File: config.mk
export PLATFORM = sky130hd
export DESIGN_NAME = masked_byte_pattern_search_top_flat
export DESIGN_NICKNAME = d
export VERILOG_FILES = /design/src/rtl/mbps_pkg.sv /design/src/rtl/mbps_if.sv /design/src/rtl/mbps_cfg_regs.sv /design/src/rtl/mbps_match_core.sv /design/src/rtl/mbps_out_reg.sv /design/src/rtl/masked_byte_pattern_search_top.sv /design/src/flat_wrapper.sv
export SDC_FILE = /design/constraint.sdc
export NUM_CORES = 2
export LEC_CHECK = 0
export ABC_AREA = 1
export BUFFER_PORTS_ARGS = -buffer_cell sky130_fd_sc_hd__buf_4
export CAP_MARGIN = 20
export CORE_UTILIZATION = 40
export CTS_CLUSTER_DIAMETER = 120
export DETAILED_ROUTE_END_ITERATION = 6
export HOLD_SLACK_MARGIN = 0.15
export PLACE_DENSITY_LB_ADDON = 0.1
export SLEW_MARGIN = 30
export SYNTH_ARGS = -nofsm -noshare
export SYNTH_HDL_FRONTEND = slang
export SYNTH_SLANG_ARGS = --single-unit
File: constraint.sdc
create_clock -name i_clk -period 8.6 [get_ports i_clk]
set_input_delay 0.43 -clock i_clk [delete_from_list [all_inputs] [get_ports i_clk]]
set_output_delay 0.43 -clock i_clk [all_outputs]
set_load 0.03 [all_outputs]
File: src/rtl/mbps_pkg.sv
package mbps_pkg;

    // longest pattern the window holds
    localparam int MAX_PATTERN = 16;
    // pattern bytes that the registers carry
    localparam int REG_BYTES   = 16;
    localparam int LEN_W       = 5;
    localparam int WIN_IDX_W   = $clog2(MAX_PATTERN);
    localparam int POS_W       = 32;
    localparam int REG_W       = 64;
    localparam int ADDR_W      = 6;
    localparam int PAT_W       = 8 * REG_BYTES;

    typedef enum logic [2:0] {
        REG_PATTERN_LENGTH = 3'd0,
        REG_PATTERN_LOW    = 3'd1,
        REG_PATTERN_HIGH   = 3'd2,
        REG_MASK_LOW       = 3'd3,
        REG_MASK_HIGH      = 3'd4
    } t_reg_idx;

    typedef struct packed {
        logic [LEN_W-1:0] pattern_length;
        logic [PAT_W-1:0] pattern;
        logic [PAT_W-1:0] mask;
    } t_cfg;

    typedef struct packed {
        logic             found;
        logic [POS_W-1:0] match_position;
    } t_result;

    // zero acts as one, anything past the window acts as the window size
    function automatic logic [LEN_W-1:0] eff_len(input logic [LEN_W-1:0] len);
        logic [LEN_W-1:0] l;
        l = len;
        if (l == '0) begin
            l = LEN_W'(1);
        end
        if (l > LEN_W'(REG_BYTES)) begin
            l = LEN_W'(REG_BYTES);
        end
        if (l > LEN_W'(MAX_PATTERN)) begin
            l = LEN_W'(MAX_PATTERN);
        end
        return l;
    endfunction

endpackage

File: src/rtl/mbps_if.sv
interface mbps_in_if;
    logic       valid;
    logic       ready;
    logic [7:0] data_byte;
    logic       start_of_search;
    logic       end_of_stream;

    modport source (output valid, output data_byte, output start_of_search,
                    output end_of_stream, input ready);
    modport sink   (input valid, input data_byte, input start_of_search,
                    input end_of_stream, output ready);
endinterface

interface mbps_out_if;
    logic        valid;
    logic        ready;
    logic        found;
    logic [31:0] match_position;

    modport source (output valid, output found, output match_position, input ready);
    modport sink   (input valid, input found, input match_position, output ready);
endinterface

File: src/rtl/mbps_cfg_regs.sv
module mbps_cfg_regs (
    input  logic                      i_clk,
    input  logic                      i_rst_n,
    input  logic                      psel,
    input  logic                      penable,
    input  logic                      pwrite,
    input  logic [mbps_pkg::ADDR_W-1:0] paddr,
    input  logic [mbps_pkg::REG_W-1:0]  pwdata,
    output logic [mbps_pkg::REG_W-1:0]  prdata,
    output logic                      pready,
    output mbps_pkg::t_cfg            o_cfg
);
    import mbps_pkg::*;

    logic [LEN_W-1:0] r_len;
    logic [REG_W-1:0] r_pat_lo;
    logic [REG_W-1:0] r_pat_hi;
    logic [REG_W-1:0] r_mask_lo;
    logic [REG_W-1:0] r_mask_hi;
    logic             wr_en;
    t_reg_idx         idx;

    assign pready = 1'b1;
    assign wr_en  = psel && penable && pwrite;
    assign idx    = t_reg_idx'(paddr[ADDR_W-1:3]);

    always_ff @(posedge i_clk) begin
        if (!i_rst_n) begin
            r_len     <= LEN_W'(1);
            r_pat_lo  <= '0;
            r_pat_hi  <= '0;
            r_mask_lo <= '1;
            r_mask_hi <= '1;
        end else if (wr_en) begin
            unique case (idx)
                REG_PATTERN_LENGTH: r_len     <= pwdata[LEN_W-1:0];
                REG_PATTERN_LOW:    r_pat_lo  <= pwdata;
                REG_PATTERN_HIGH:   r_pat_hi  <= pwdata;
                REG_MASK_LOW:       r_mask_lo <= pwdata;
                REG_MASK_HIGH:      r_mask_hi <= pwdata;
                default: ;
            endcase
        end
    end

    always_comb begin
        unique case (idx)
            REG_PATTERN_LENGTH: prdata = REG_W'(r_len);
            REG_PATTERN_LOW:    prdata = r_pat_lo;
            REG_PATTERN_HIGH:   prdata = r_pat_hi;
            REG_MASK_LOW:       prdata = r_mask_lo;
            REG_MASK_HIGH:      prdata = r_mask_hi;
            default:            prdata = '0;
        endcase
    end

    assign o_cfg.pattern_length = r_len;
    assign o_cfg.pattern        = {r_pat_hi, r_pat_lo};
    assign o_cfg.mask           = {r_mask_hi, r_mask_lo};

endmodule

File: src/rtl/mbps_match_core.sv
module mbps_match_core (
    input  logic             i_clk,
    input  logic             i_rst_n,
    input  logic             i_accept,
    input  logic [7:0]       i_data_byte,
    input  logic             i_start,
    input  logic             i_last,
    input  mbps_pkg::t_cfg   i_cfg,
    output logic             o_emit,
    output mbps_pkg::t_result o_result
);
    import mbps_pkg::*;

    logic [7:0]       r_win [MAX_PATTERN];
    logic [POS_W-1:0] r_seen;
    logic             r_done;

    logic [7:0]       n_win [MAX_PATTERN];
    logic [POS_W-1:0] n_seen;
    logic             n_done;

    logic [POS_W-1:0] seen_base;
    logic             done_base;
    logic [LEN_W-1:0] len;
    logic [LEN_W-1:0] tap;
    logic             match;
    logic             cmp_ok;

    assign len       = eff_len(i_cfg.pattern_length);
    assign seen_base = i_start ? '0 : r_seen;
    assign done_base = i_start ? 1'b0 : r_done;

    // window after this beat shifts in, entry 0 newest
    always_comb begin
        for (int j = 0; j < MAX_PATTERN; j++) begin
            if (j == 0) begin
                n_win[j] = i_data_byte;
            end else begin
                n_win[j] = i_start ? 8'h00 : r_win[j-1];
            end
        end
    end

    assign n_seen = (seen_base == '1) ? seen_base : seen_base + POS_W'(1);

    // pattern byte i lines up with window entry len-1-i
    always_comb begin
        cmp_ok = 1'b1;
        tap    = '0;
        for (int i = 0; i < MAX_PATTERN; i++) begin
            tap = len - LEN_W'(1) - LEN_W'(i);
            if (LEN_W'(i) < len) begin
                if ((n_win[tap[WIN_IDX_W-1:0]] & i_cfg.mask[8*i +: 8]) !=
                    (i_cfg.pattern[8*i +: 8] & i_cfg.mask[8*i +: 8])) begin
                    cmp_ok = 1'b0;
                end
            end
        end
    end

    assign match = !done_base && cmp_ok &&
                   ((seen_base >= POS_W'(len) - POS_W'(1)) || (n_seen == '1));
    assign o_emit = !done_base && (match || i_last);
    assign n_done = done_base || o_emit;

    assign o_result.found          = match;
    assign o_result.match_position = match ?
                                     seen_base - POS_W'(len) + POS_W'(1) : '0;

    always_ff @(posedge i_clk) begin
        if (!i_rst_n) begin
            r_seen <= '0;
            r_done <= 1'b0;
            for (int j = 0; j < MAX_PATTERN; j++) begin
                r_win[j] <= 8'h00;
            end
        end else if (i_accept) begin
            r_done <= n_done;
            if (!done_base) begin
                r_seen <= n_seen;
                for (int j = 0; j < MAX_PATTERN; j++) begin
                    r_win[j] <= n_win[j];
                end
            end
        end
    end

endmodule

File: src/rtl/mbps_out_reg.sv
module mbps_out_reg (
    input  logic              i_clk,
    input  logic              i_rst_n,
    input  logic              i_load,
    input  mbps_pkg::t_result i_result,
    output logic              o_free,
    mbps_out_if.source        o_res
);
    import mbps_pkg::*;

    logic    r_valid;
    t_result r_result;

    assign o_free = !r_valid || o_res.ready;

    always_ff @(posedge i_clk) begin
        if (!i_rst_n) begin
            r_valid <= 1'b0;
        end else if (i_load) begin
            r_valid <= 1'b1;
        end else if (o_res.ready) begin
            r_valid <= 1'b0;
        end
    end

    always_ff @(posedge i_clk) begin
        if (i_load) begin
            r_result <= i_result;
        end
    end

    assign o_res.valid          = r_valid;
    assign o_res.found          = r_result.found;
    assign o_res.match_position = r_result.match_position;

endmodule

File: src/rtl/masked_byte_pattern_search_top.sv
// Masked byte pattern search: takes one stream byte per cycle and reports, once per
// search, the start position of the first place where the first pattern_length
// pattern bytes match under their masks, or found = 0 when the stream ends first.
// A beat with start_of_search begins a fresh search; after a report, beats are
// taken and dropped until the next start. The whole window compare sits between the
// window registers and the result register, so a new byte is accepted every cycle
// while the result register is free or being read. Registers sit at byte addresses
// 8*i; write them only while the block is idle.
module masked_byte_pattern_search_top (
    input  logic                        i_clk,
    input  logic                        i_rst_n,
    input  logic                        psel,
    input  logic                        penable,
    input  logic                        pwrite,
    input  logic [mbps_pkg::ADDR_W-1:0] paddr,
    input  logic [mbps_pkg::REG_W-1:0]  pwdata,
    output logic [mbps_pkg::REG_W-1:0]  prdata,
    output logic                        pready,
    mbps_in_if.sink                     i_byte,
    mbps_out_if.source                  o_result
);
    import mbps_pkg::*;

    t_cfg    cfg;
    t_result core_res;
    logic    core_emit;
    logic    out_free;
    logic    accept;

    assign i_byte.ready = out_free;
    assign accept       = i_byte.valid && out_free;

    mbps_cfg_regs u_cfg (
        .i_clk   (i_clk),
        .i_rst_n (i_rst_n),
        .psel    (psel),
        .penable (penable),
        .pwrite  (pwrite),
        .paddr   (paddr),
        .pwdata  (pwdata),
        .prdata  (prdata),
        .pready  (pready),
        .o_cfg   (cfg)
    );

    mbps_match_core u_core (
        .i_clk       (i_clk),
        .i_rst_n     (i_rst_n),
        .i_accept    (accept),
        .i_data_byte (i_byte.data_byte),
        .i_start     (i_byte.start_of_search),
        .i_last      (i_byte.end_of_stream),
        .i_cfg       (cfg),
        .o_emit      (core_emit),
        .o_result    (core_res)
    );

    mbps_out_reg u_out (
        .i_clk    (i_clk),
        .i_rst_n  (i_rst_n),
        .i_load   (accept && core_emit),
        .i_result (core_res),
        .o_free   (out_free),
        .o_res    (o_result)
    );

endmodule
File: src/flat_wrapper.sv
// flat-port wrapper written by rule: the top's interface ports become plain ports
module masked_byte_pattern_search_top_flat import mbps_pkg::*;
  (i_clk, i_rst_n, psel, penable, pwrite, paddr, pwdata, prdata, pready, i_byte_valid, i_byte_data_byte, i_byte_start_of_search, i_byte_end_of_stream, i_byte_ready, o_result_valid, o_result_found, o_result_match_position, o_result_ready);
  mbps_in_if i_byte_i ();
  mbps_out_if o_result_i ();
  input  logic i_clk;
  input  logic i_rst_n;
  input  logic psel;
  input  logic penable;
  input  logic pwrite;
  input  logic [mbps_pkg::ADDR_W-1:0] paddr;
  input  logic [mbps_pkg::REG_W-1:0] pwdata;
  output logic [mbps_pkg::REG_W-1:0] prdata;
  output logic pready;
  input wire logic [$bits(i_byte_i.valid)-1:0] i_byte_valid;
  input wire logic [$bits(i_byte_i.data_byte)-1:0] i_byte_data_byte;
  input wire logic [$bits(i_byte_i.start_of_search)-1:0] i_byte_start_of_search;
  input wire logic [$bits(i_byte_i.end_of_stream)-1:0] i_byte_end_of_stream;
  output wire logic [$bits(i_byte_i.ready)-1:0] i_byte_ready;
  output wire logic [$bits(o_result_i.valid)-1:0] o_result_valid;
  output wire logic [$bits(o_result_i.found)-1:0] o_result_found;
  output wire logic [$bits(o_result_i.match_position)-1:0] o_result_match_position;
  input wire logic [$bits(o_result_i.ready)-1:0] o_result_ready;
  assign i_byte_i.valid = i_byte_valid;
  assign i_byte_i.data_byte = i_byte_data_byte;
  assign i_byte_i.start_of_search = i_byte_start_of_search;
  assign i_byte_i.end_of_stream = i_byte_end_of_stream;
  assign i_byte_ready = i_byte_i.ready;
  assign o_result_valid = o_result_i.valid;
  assign o_result_found = o_result_i.found;
  assign o_result_match_position = o_result_i.match_position;
  assign o_result_i.ready = o_result_ready;
  masked_byte_pattern_search_top u_core (.i_clk(i_clk), .i_rst_n(i_rst_n), .psel(psel), .penable(penable), .pwrite(pwrite), .paddr(paddr), .pwdata(pwdata), .prdata(prdata), .pready(pready), .i_byte(i_byte_i), .o_result(o_result_i));
endmodule
==> flow_summary.json <==
{
  "switching_power_mw": 1.75,
  "dieArea_um2": 79500,
  "place.gp.congestion": 1.01,
  "slew_violations": 0,
  "io_buffers": 182,
  "synth_seq_cells": 448,
  "internal_power_mw": 4.03,
  "placed_area_um2": 33300,
  "cp_slowest_cell": "buf_4",
  "holdWs_ps": 168,
  "ios": 187,
  "switching_share_pct": 30.2,
  "drt_wl_total_um": 130000,
  "crit_arrival_ps": 7110,
  "final_cell_mix": "1809 x nand2_1, 849 x nand3_1, 381 x nor2_1",
  "clk_latency_ps": 640,
  "crit_required_ps": 8940,
  "final_area_um2": 36000,
  "end_kind": "flip-flop",
  "syn_avg_cell_area_um2": 6.31,
  "clkPwrFrac_pct": 43.7,
  "ys_async_sr_fraction_pct": 0,
  "grt_pass1_wl_um": 193000,
  "min_period_over_period_pct": 78.8,
  "h-tree-depth": 2,
  "synthToLayoutAreaGrowth_pct": 14.7,
  "maxCapViolations": 0,
  "final_common_cell": "nand2_1",
  "slew_headroom_pct": 26.1,
  "setup_tns_ps": 0,
  "setup_violations": 0,
  "p_leak_nw": 17.2,
  "route.detailed.drc": 0,
  "worst-path-buf-inv": 4,
  "die_h_um": 282,
  "p_comb_share_pct": 16.8,
  "multiInputGateArea_um2": 18400,
  "timing.fmax_mhz": 148,
  "drt-wirelength-per-cell_um": 21.2,
  "status": "finished clean",
  "crit_fanout": 82,
  "cts_tree": "done",
  "synth_edf_count": 153,
  "pwr-share-seq_pct": 39.5,
  "syn-cell-area_um2": 31300,
  "grt_max_degree": 163,
  "vias_per_cell": 5.51,
  "cts_repair_resize_count": 0,
  "grt_usage_pct": 32.3,
  "cts_buffers": 56,
  "hold_path_class": "in2reg",
  "finalCriticalPeriod_ps": 6770,
  "first_pass_iters": 7,
  "ir_drop_mv": 0.151,
  "hpwl_um": 92400,
  "path_clk_slew_ps": 60,
  "drt.antenna.violating_nets": 0,
  "nFillCells": 8220,
  "synth_top_cell_area_share_pct": 21.7,
  "finish.utilization_pct": 46.4,
  "synthDistinctLibCells": 50,
  "worstSetupPathType": "reg2reg",
  "synth_nets": 5160,
  "grt_pass1_vias": 30600,
  "start_util_pct": 40.5,
  "grt-ovfl-total": 0,
  "post-cts-setup-buffers": 0,
  "clockBufferDepth": 3,
  "numClockSinks": 448,
  "syn_inst": 4965,
  "final_nets": 5253,
  "yosysSeqAreaShare_pct": 33.5,
  "core-area_um2": 77500,
  "yosys-top-cells-area": "nand2_1 22%, dfxtp_1 19%, edfxtp_1 15%, nand3_1 14%, nor2_1 4.6%",
  "finClkSkew_ps": 34.6,
  "root_buffer": "clkbuf_16",
  "power_density_nw_per_um2": 161,
  "critPathTopFamily": "compound AO/OA/AOI/OAI gates",
  "slowest_delay_ps": 810,
  "antenna_found_initial": 4,
  "vias": 33900,
  "tightest_slew_ps": 1110,
  "rows": 102,
  "dr.first_iter.drc_count": 3655,
  "synthFlopType": "dfxtp_1",
  "ff_latch_area_um2": 10500,
  "die_w_um": 282,
  "drive_gt1_share_pct": 7.96,
  "hold_buffers": 72,
  "rsz0062_at_grt": "false",
  "yosysTopAreaCell": "nand2_1",
  "hold_violations": 0,
  "crit_chain": "nor2_4, nand2_4, nand2_4, buf_4, clkinv_1, ha_1, ha_1, nand3_1, nand2_1, a31oi_1, o21ai_0, a21boi_0, inv_1, a21oi_1, o21ai_0, a211oi_1, o21bai_1, xor2_1, inv_1, nor2_1",
  "synth_warnings": 0,
  "cp-start-kind": "flip-flop"
}
## kinds of logic (layout without fill, tap and decap cells)
| kind of cell | after synthesis | after routing | synth area share [%] |
|---|---|---|---|
| AO/OA/AOI/OAI | 540 | 540 | 9.79 |
| XOR/XNOR | 47 | 47 | 1.31 |
| adder cells (fa/ha/maj) | 108 | 108 | 4.33 |
| buffers and inverters | 625 | 763 | 8.14 |
| flip-flops | 448 | 448 | 33.5 |
| other | 1 | 3 | 0.0120 |
| AND/OR/NAND/NOR | 3196 | 3196 | 42.9 |
## synth_stat cells (all sizes together), types with 6 or more instances
library cell  count
nand2          1832
nand3           851
nor2            407
inv             351
dfxtp           295
o21ai           218
a21oi           195
edfxtp          153
clkbuf          151
buf             120
ha              107
o2111ai          59
nand4            42
xor2             39
nor3             36
o22ai            26
nand3b           19
xnor2             8
a31oi             7
o211ai            6
## layer usage
layer / up-vias / track usage, % / wire (µm)
li1: 16600 / - / -
met1: 15800 / 42.3 / 54400
met2: 1308 / 51.5 / 58300
met3: 232 / 5.34 / 10800
met4: 6 / 15.5 / 6750
met5: - / 0 / 41
## power by group through the flow
stage	clock network (mW)	registers (mW)	logic, mW
final	2.53	2.28	0.974
after global routing	2.63	2.29	1.05
after CTS	2.56	2.28	0.958
after detailed placement	0	2.33	0.929
after global placement	0	2.32	0.925
after floorplan	0	2.34	0.546
## through the flow
step	power, mW	setup slack (ps)	cells
2_1_floorplan	2.88	2640	4965
3_3_place_gp	3.25	2030	5968
3_5_place_dp	3.25	2010	5968
4_1_cts	5.80	1990	6143
5_1_grt	5.97	1400	6143
6_report	5.78	1830	6145
## final cells by class
type	instances	area share, %
diodes	2	0.0139
clock buffers	75	4.52
clock inverters	28	0.901
inverters	354	3.72
multi-input cells	3892	51.1
flip-flops and latches	448	29.2
well taps	1040	3.62
repair buffers	306	6.97
## sequential cells by signal, summed over array words and instances (netlist names)
register / cells
u_core.u_cfg.r_len: 5
u_core.u_core.r_seen: 32
u_core.u_cfg.r_mask_hi: 64
u_core.u_out.o_res.found: 1
u_core.u_cfg.r_mask_lo: 64
u_core.u_out.o_res.match_position: 32
u_core.u_core.r_done: 1
u_core.u_out.o_res.valid: 1
u_core.u_cfg.r_pat_lo: 64
u_core.u_cfg.r_pat_hi: 64
u_core.u_core.r_win: 120
## final timing paths
kind	startpoint	slack (ps)	endpoint	cells after the start
worst max register to register	u_core.u_cfg.r_len[4]$_SDFFE_PN0P_	1830	u_core.u_out.o_res.match_position[24]$_SDFFCE_PN0P_	20
worst max-delay path	u_core.u_cfg.r_len[4]$_SDFFE_PN0P_	1830	u_core.u_out.o_res.match_position[24]$_SDFFCE_PN0P_	20
worst min register to register	u_core.u_core.r_seen[21]$_SDFFE_PN0P_	480	u_core.u_core.r_seen[21]$_SDFFE_PN0P_	2
worst min-delay path	i_byte_data_byte[0]	170	u_core.u_core.r_win[0][0]$_SDFFCE_PN0P_	3
## worst register-to-register path: cells and delay by family (launching register included)
family | cells | cell delay, ps
compound gates | 7 | 2160
xor+xnor | 1 | 160
flops | 1 | 410
simple gates | 6 | 1560
buf+inv | 4 | 1650
fa+ha+maj | 2 | 570
Power figures use the tool's default switching activity.
